File: config.mk
export PLATFORM = sky130hd
export DESIGN_NAME = modular_dot_product_u52
export DESIGN_NICKNAME = d
export VERILOG_FILES = /design/src/mdp_u52_pkg.sv /design/src/mdp_u52_dpath.sv /design/src/mdp_u52_ctrl.sv /design/src/modular_dot_product_u52.sv
export SDC_FILE = /design/constraint.sdc
export NUM_CORES = 2
export LEC_CHECK = 0
export BUFFER_PORTS_ARGS = -buffer_cell sky130_fd_sc_hd__buf_2
export CORE_UTILIZATION = 40
export DETAILED_ROUTE_END_ITERATION = 7
export PLACE_DENSITY_LB_ADDON = 0.25
export SLEW_MARGIN = 40
export SYNTH_ARGS = -nofsm -noshare
export SYNTH_HDL_FRONTEND = slang
export SYNTH_SLANG_ARGS = --single-unit
File: constraint.sdc
create_clock -name aclk -period 11.9 [get_ports aclk]
set_input_delay 0.595 -clock aclk [delete_from_list [all_inputs] [get_ports aclk]]
set_output_delay 0.595 -clock aclk [all_outputs]
set_load 0.02 [all_outputs]
File: src/mdp_u52_pkg.sv
package mdp_u52_pkg;

    // Fixed widths of the ports.
    localparam int ELEM_W    = 52;
    localparam int MOD_W     = 53;
    localparam int APB_DW    = 64;
    localparam int APB_AW    = 4;

    // Running sum width and the width of the counter of shift-subtract steps that reduce it.
    localparam int SUM_W     = 128;
    localparam int RED_CNT_W = $clog2(SUM_W);

    // Multiply sequencing: four partial products, the last one added in a final step.
    localparam int STEP_W    = 3;
    localparam logic [STEP_W-1:0] MAC_LAST_STEP = 3'd4;

    // Register map.
    localparam logic [APB_AW-1:0] ADDR_MODULUS = 4'h0;

    // Defaults of the top-level parameters.
    localparam int DEF_MAX_LEN     = 16777216;
    localparam int DEF_VALUE_WIDTH = 52;

    localparam logic [MOD_W-1:0] MODULUS_RESET = MOD_W'(1) << 52;

    typedef struct packed {
        logic        load;       // capture operands, advance the term count
        logic        mul_en;     // register one partial product
        logic [1:0]  mul_sel;    // which operand halves to multiply
        logic        add_en;     // add the registered partial product to the sum
        logic [1:0]  add_sel;    // weight of the registered partial product
        logic        red_start;  // latch modulus and flag, clear the count
        logic        red_step;   // one shift-subtract step of the reduction
        logic        out_load;   // move the residue into the output register
    } ctrl_cmd_t;

    typedef struct packed {
        logic last;
    } dp_status_t;

endpackage

File: src/mdp_u52_dpath.sv
module mdp_u52_dpath
    import mdp_u52_pkg::*;
#(
    parameter int VALUE_WIDTH = DEF_VALUE_WIDTH,
    parameter int MAX_LEN     = DEF_MAX_LEN
) (
    input  logic              aclk,
    input  logic              aresetn,
    input  ctrl_cmd_t         cmd,
    output dp_status_t        status,
    input  logic [ELEM_W-1:0] element_a,
    input  logic [ELEM_W-1:0] element_b,
    input  logic              last,
    input  logic [MOD_W-1:0]  modulus,
    output logic [ELEM_W-1:0] dot_residue,
    output logic              too_long
);

    localparam int HALF_W = (VALUE_WIDTH + 1) / 2;
    localparam int HIGH_W = VALUE_WIDTH - HALF_W;
    localparam int PROD_W = 2 * HALF_W;
    localparam int VW1    = VALUE_WIDTH + 1;
    localparam int CNT_W  = $clog2(MAX_LEN + 2);

    localparam logic [CNT_W-1:0] CNT_MAX = CNT_W'(MAX_LEN);
    localparam logic [MOD_W-1:0] MOD_CAP = MOD_W'(1) << VALUE_WIDTH;

    logic [VALUE_WIDTH-1:0] a_reg, b_reg;
    logic                   last_reg;
    logic [PROD_W-1:0]      prod_reg;
    logic [SUM_W-1:0]       sum_reg;
    logic [CNT_W-1:0]       count_reg;
    logic [VW1-1:0]         mod_reg;
    logic                   mod_zero_reg;
    logic                   flag_reg;
    logic [VALUE_WIDTH-1:0] rem_reg;
    logic [ELEM_W-1:0]      residue_reg;
    logic                   too_long_reg;

    logic [HALF_W-1:0]      op_a, op_b;
    logic [SUM_W-1:0]       addend;
    logic [VW1-1:0]         trial;
    logic [VW1-1:0]         diff;
    logic [VW1-1:0]         mod_eff;

    always_comb begin
        op_a = cmd.mul_sel[1] ? HALF_W'(a_reg[VALUE_WIDTH-1 -: HIGH_W]) : a_reg[HALF_W-1:0];
        op_b = cmd.mul_sel[0] ? HALF_W'(b_reg[VALUE_WIDTH-1 -: HIGH_W]) : b_reg[HALF_W-1:0];
    end

    // Cross terms carry weight 2^HALF_W, the high-high term 2^(2*HALF_W).
    always_comb begin
        unique case (cmd.add_sel)
            2'd0:    addend = SUM_W'(prod_reg);
            2'd3:    addend = SUM_W'(prod_reg) << (2 * HALF_W);
            default: addend = SUM_W'(prod_reg) << HALF_W;
        endcase
    end

    always_comb begin
        trial = {rem_reg, sum_reg[SUM_W-1]};
        diff  = trial - mod_reg;
        if (modulus > MOD_CAP) begin
            mod_eff = MOD_CAP[VW1-1:0];
        end else begin
            mod_eff = modulus[VW1-1:0];
        end
    end

    always_ff @(posedge aclk) begin
        if (cmd.load) begin
            a_reg    <= element_a[VALUE_WIDTH-1:0];
            b_reg    <= element_b[VALUE_WIDTH-1:0];
            last_reg <= last;
        end
        if (cmd.mul_en) begin
            prod_reg <= op_a * op_b;
        end
        if (cmd.red_start) begin
            mod_reg      <= mod_eff;
            mod_zero_reg <= (modulus == '0);
            flag_reg     <= (count_reg > CNT_MAX);
        end
        if (cmd.red_start) begin
            rem_reg <= '0;
        end else if (cmd.red_step) begin
            if (trial >= mod_reg) begin
                rem_reg <= diff[VALUE_WIDTH-1:0];
            end else begin
                rem_reg <= trial[VALUE_WIDTH-1:0];
            end
        end
        if (cmd.out_load) begin
            residue_reg  <= mod_zero_reg ? '0 : ELEM_W'(rem_reg);
            too_long_reg <= flag_reg;
        end
    end

    // The reduction shifts the sum out from the top, which leaves it cleared.
    always_ff @(posedge aclk) begin
        if (!aresetn) begin
            sum_reg   <= '0;
            count_reg <= '0;
        end else begin
            if (cmd.add_en) begin
                sum_reg <= sum_reg + addend;
            end else if (cmd.red_step) begin
                sum_reg <= sum_reg << 1;
            end
            if (cmd.red_start) begin
                count_reg <= '0;
            end else if (cmd.load && count_reg <= CNT_MAX) begin
                count_reg <= count_reg + 1'b1;
            end
        end
    end

    assign status.last = last_reg;
    assign dot_residue = residue_reg;
    assign too_long    = too_long_reg;

endmodule

File: src/mdp_u52_ctrl.sv
module mdp_u52_ctrl
    import mdp_u52_pkg::*;
(
    input  logic       aclk,
    input  logic       aresetn,
    input  logic       s_valid,
    output logic       s_ready,
    output logic       m_valid,
    input  logic       m_ready,
    input  dp_status_t status,
    output ctrl_cmd_t  cmd
);

    localparam logic [1:0] ST_IDLE = 2'd0;
    localparam logic [1:0] ST_MAC  = 2'd1;
    localparam logic [1:0] ST_RED  = 2'd2;
    localparam logic [1:0] ST_DONE = 2'd3;

    logic [1:0]           state_reg, state_next;
    logic [STEP_W-1:0]    step_reg, step_next;
    logic [RED_CNT_W-1:0] red_cnt_reg, red_cnt_next;
    logic                 out_valid_reg, out_valid_next;
    logic                 out_free;

    assign out_free = !out_valid_reg || m_ready;

    always_comb begin
        state_next     = state_reg;
        step_next      = step_reg;
        red_cnt_next   = red_cnt_reg;
        out_valid_next = out_valid_reg;
        cmd            = '0;
        s_ready        = 1'b0;

        if (out_valid_reg && m_ready) begin
            out_valid_next = 1'b0;
        end

        unique case (state_reg)
            ST_IDLE: begin
                s_ready = 1'b1;
                if (s_valid) begin
                    cmd.load   = 1'b1;
                    step_next  = '0;
                    state_next = ST_MAC;
                end
            end
            ST_MAC: begin
                // Multiply of one partial product overlaps the add of the one before.
                cmd.mul_en  = (step_reg != MAC_LAST_STEP);
                cmd.mul_sel = step_reg[1:0];
                cmd.add_en  = (step_reg != '0);
                cmd.add_sel = 2'(step_reg - 1'b1);
                step_next   = step_reg + 1'b1;
                if (step_reg == MAC_LAST_STEP) begin
                    if (status.last) begin
                        cmd.red_start = 1'b1;
                        red_cnt_next  = '0;
                        state_next    = ST_RED;
                    end else begin
                        state_next = ST_IDLE;
                    end
                end
            end
            ST_RED: begin
                cmd.red_step = 1'b1;
                red_cnt_next = red_cnt_reg + 1'b1;
                if (red_cnt_reg == '1) begin
                    state_next = ST_DONE;
                end
            end
            ST_DONE: begin
                if (out_free) begin
                    cmd.out_load   = 1'b1;
                    out_valid_next = 1'b1;
                    state_next     = ST_IDLE;
                end
            end
            default: begin
                state_next = ST_IDLE;
            end
        endcase
    end

    always_ff @(posedge aclk) begin
        if (!aresetn) begin
            state_reg     <= ST_IDLE;
            step_reg      <= '0;
            red_cnt_reg   <= '0;
            out_valid_reg <= 1'b0;
        end else begin
            state_reg     <= state_next;
            step_reg      <= step_next;
            red_cnt_reg   <= red_cnt_next;
            out_valid_reg <= out_valid_next;
        end
    end

    assign m_valid = out_valid_reg;

    // A waiting result must never be overwritten.
    assert property (@(posedge aclk) disable iff (!aresetn)
        cmd.out_load |-> out_free)
        else $error("result register loaded while a transaction was pending");

    // The reduction always starts from step zero, so it runs a full pass before the result is loaded.
    assert property (@(posedge aclk) disable iff (!aresetn)
        cmd.red_start |=> (state_reg == ST_RED && red_cnt_reg == '0))
        else $error("reduction did not start from step zero");

    // Operands are never replaced while the sum is being updated or reduced.
    assert property (@(posedge aclk) disable iff (!aresetn)
        cmd.load |-> (!cmd.add_en && !cmd.red_step && !cmd.out_load))
        else $error("new transaction accepted during arithmetic");

    // A result is presented in the cycle after its load.
    assert property (@(posedge aclk) disable iff (!aresetn)
        cmd.out_load |=> m_valid)
        else $error("loaded result not presented");

endmodule

File: src/modular_dot_product_u52.sv
// Channel   Ports                                              Direction
// s_        s_valid/s_ready, s_element_a, s_element_b, s_last  in: one vector term
// m_        m_valid/m_ready, m_dot_residue, m_too_long          out: one per dot product
// APB       psel/penable/pwrite/paddr/pwdata/prdata/pready     modulus at address 0
//
// A term is taken in idle and then runs the multiply steps: four 26x26 partial products
// through one multiplier, one add per partial product into the 128-bit sum.
// A term marked last adds a bit-serial reduction of all 128 sum bits and a load.
// Reset (aresetn, synchronous) clears the sum, the count, the modulus to 2^52.
// The next term is taken while a result waits; a stalled result holds the block
// only when the following result is ready to be loaded.
module modular_dot_product_u52
    import mdp_u52_pkg::*;
#(
    parameter int VALUE_WIDTH = DEF_VALUE_WIDTH,
    parameter int MAX_LEN     = DEF_MAX_LEN
) (
    input  logic              aclk,
    input  logic              aresetn,
    input  logic              s_valid,
    output logic              s_ready,
    input  logic [ELEM_W-1:0] s_element_a,
    input  logic [ELEM_W-1:0] s_element_b,
    input  logic              s_last,
    output logic              m_valid,
    input  logic              m_ready,
    output logic [ELEM_W-1:0] m_dot_residue,
    output logic              m_too_long,
    input  logic              psel,
    input  logic              penable,
    input  logic              pwrite,
    input  logic [APB_AW-1:0] paddr,
    input  logic [APB_DW-1:0] pwdata,
    output logic [APB_DW-1:0] prdata,
    output logic              pready
);

    ctrl_cmd_t        cmd;
    dp_status_t       status;
    logic [MOD_W-1:0] modulus_reg;
    logic             mod_sel;

    // Registers are 8 bytes apart; the byte offset bits are ignored.
    assign mod_sel = (paddr[APB_AW-1] == ADDR_MODULUS[APB_AW-1]);
    assign pready  = 1'b1;

    always_ff @(posedge aclk) begin
        if (!aresetn) begin
            modulus_reg <= MODULUS_RESET;
        end else if (psel && penable && pwrite && pready && mod_sel) begin
            modulus_reg <= pwdata[MOD_W-1:0];
        end
    end

    assign prdata = mod_sel ? APB_DW'(modulus_reg) : '0;

    mdp_u52_ctrl u_ctrl (
        .aclk    (aclk),
        .aresetn (aresetn),
        .s_valid (s_valid),
        .s_ready (s_ready),
        .m_valid (m_valid),
        .m_ready (m_ready),
        .status  (status),
        .cmd     (cmd)
    );

    mdp_u52_dpath #(
        .VALUE_WIDTH (VALUE_WIDTH),
        .MAX_LEN     (MAX_LEN)
    ) u_dpath (
        .aclk        (aclk),
        .aresetn     (aresetn),
        .cmd         (cmd),
        .status      (status),
        .element_a   (s_element_a),
        .element_b   (s_element_b),
        .last        (s_last),
        .modulus     (modulus_reg),
        .dot_residue (m_dot_residue),
        .too_long    (m_too_long)
    );

endmodule
==> flow_metrics.tcl <==
set metrics [dict create \
    status "completed" \
    yosysSeqAreaShare 0.246 \
    synthArstFlopShare 0 \
    crit_buf_inv 8 \
    hp-class "input port to register" \
    synth_warnings 0 \
    synth-edff-count 265 \
    crit_fanout 20 \
    cts_sinks 536 \
    worstSetupStartpointType "register" \
    grt_pass1_wl_um 258000 \
    place_congestion 0.939 \
    worstHoldEndpoint "u_dpath.a_reg[34]" \
    fin_crit_sh 0.825 \
    worstRegToRegCells 31 \
    cts_made_buffers 69 \
    clk_pin_slew_worst_paths_ns 0.06 \
    fin_cells 8106 \
    synth.area.top_cells "fa_1, edfxtp_1, dfxtp_1, ha_1, inv_1" \
    cts.path.max_buffers 3 \
    yosysTopAreaCellShare 0.212 \
    cp_slowest_cell "ha_1" \
    placedCellCount 7975 \
    via_per_inst 5.45 \
    grt_setup_unrepaired "false" \
    critPathCaptureType "register" \
    drive_above_1_share 0.0979 \
    synthCells 6208 \
    crit_required_ns 12.30 \
    ys.flop_type "dfxtp_1" \
    tightest_slew_ns 0.789 \
    ys_ff_latch 536 \
    fmax_mhz 102 \
    hold_violations 0 \
    chipWidth_um 371 \
    initial_core_util 0.405 \
    setup_viol 0 \
    clock_latency_ns 0.68 \
    syn_area_mm2 0.0544 \
    hpwl_um 130000 \
    synth_most_common_cell "inv_1" \
    antenna_found_initial 3 \
    drtPass1Iterations 5 \
    wire_per_inst_um 20.9 \
    worst_ep_arrival_time_ns 10.21 \
    min_path_cells 1 \
    ant_nets 0 \
    fin_setup_tns_ns 0 \
    hp-start "s_element_a[34]" \
    grt_pass1_vias 43400 \
    grt_max_degree 144 \
    die_y_um 371 \
    post-place-ws_ns 2.10 \
    crit_top_cell "fa_1" \
    relSlewSlack 0.459 \
    htree_num_levels 3 \
    slew_violations 0 \
    synth_top_cell_by_area "fa_1" \
    r2r_setup_slack_ns 2.09 \
    cts_tree "built" \
    final.min_clock_period_ns 9.81 \
    num_rows 134 \
    crit_type "register to register" \
    postCtsSetupBuffers 0 \
    synth_common_cells "inv_1, nand2_1, nor2_1" \
    wl_um 169000 \
    portBuffers 273 \
    cap_violations 0 \
    syn-mean-instance-area_um2 8.76 \
    die-area_mm2 0.137 \
    fp.coreArea_mm2 0.134 \
    fin_skew_ns 0.0333 \
    gr-total-overflow 0 \
    ioPinCount 300 \
    cts_root_buffer "clkbuf_16" \
    ys_types 98 \
    worst_r2r_endpoint "u_dpath.prod_reg[51]" \
    cts_resized 0 \
    postCtsHoldBufs 0 \
    synthToLayoutAreaGrowth_pct 10.0 \
    postLayoutCoreUtil 0.446 \
    cp_top_family "adder cells" \
    nets 7394 \
    drc_errors 0 \
    layout_setup_ws_ns 2.09 \
    largest_reg_flops 128 \
    drt-initial-drc-count 3275 \
    via_count 44200 \
    grtUsageTotal 0.244 \
    slowest_delay_ns 0.55 \
]
-- worst max-delay path by stage --
stage | depth (start not counted) | slack [ns] | to
after global routing | 30 | 1.58 | u_dpath.prod_reg[51]
after CTS | 30 | 2.07 | u_dpath.prod_reg[51]
after global placement | 30 | 1.83 | u_dpath.prod_reg[51]
after detailed placement | 30 | 2.10 | u_dpath.prod_reg[51]
final | 31 | 2.09 | u_dpath.prod_reg[51]
after floorplan | 33 | 3.57 | u_dpath.prod_reg[51]
-- through the flow --
| stage | area, um2 | hold slack [ns] |
|---|---|---|
| 6_report | 59800 | 0.0895 |
| 5_1_grt | 59800 | 0.0755 |
| 4_1_cts | 59800 | 0.0392 |
| 3_5_place_dp | 57400 | 0.462 |
| 3_3_place_gp | 57300 | 0.447 |
| 2_1_floorplan | 54400 | 0.400 |
-- cell usage in the layout, fill, tap and decap left out, drive strengths merged, types with 30 or more instances in the layout --
cell and n:
a21oi 450, and2 124, xor2 81, inv 762, ha 359, nand2 697, fa 576, buf 355
nor4 31, o21bai 54, mux2 73, xnor2 126, a31oi 30, nor2 634, nor2b 126, o21ai 265
edfxtp 265, nand4 97, or3 31, mux2i 139, a21o 110, dfxtp 271, nand3 65, and3 36
nor3 48, clkbuf 96, a211oi 88
-- cell families (layout without fill, tap and decap cells) --
| family | count (synthesis) | after routing | synth area share |
|---|---|---|---|
| mux | 212 | 212 | 0.0407 |
| other cells | 2 | 15 | 0.000138 |
| fa+ha+maj | 935 | 935 | 0.295 |
| buf+inv | 1123 | 1240 | 0.0798 |
| flops | 536 | 536 | 0.246 |
| simple gates | 1971 | 1971 | 0.165 |
| xor+xnor | 207 | 207 | 0.0333 |
| compound gates | 1222 | 1222 | 0.140 |
-- final cells by class --
class / count / area (um2)
antenna: 3 / 7.51
clock buffer: 96 / 1990
clock inverter: 31 / 428
fill: 13200 / 74300
inverter: 758 / 2850
multi-input combinational: 4559 / 36900
sequential: 536 / 13400
tap: 1768 / 2210
timing repair buffer: 355 / 2030
-- layer usage --
layer,vias to the layer above,global-route usage,share of wire
met5,-,0,0
li1,20800,-,-
met2,1443,0.401,0.47
met1,21600,0.325,0.44
met3,305,0.0353,0.062
met4,0,0.0882,0.036
-- worst reg2reg max path, delay by kind of cell, from the launching register on --
kind	cells	cell delay [ns]
AND/OR/NAND/NOR	3	0.65
flip-flops	1	0.34
buffers and inverters	8	1.13
multiplexers	1	0.54
XOR/XNOR	1	0.08
AO/OA/AOI/OAI	9	2.28
adder cells (fa/ha/maj)	9	4.53
Power is not shown: default switching activity piles up to over one toggle a cycle in this logic, so the estimate is an artifact.
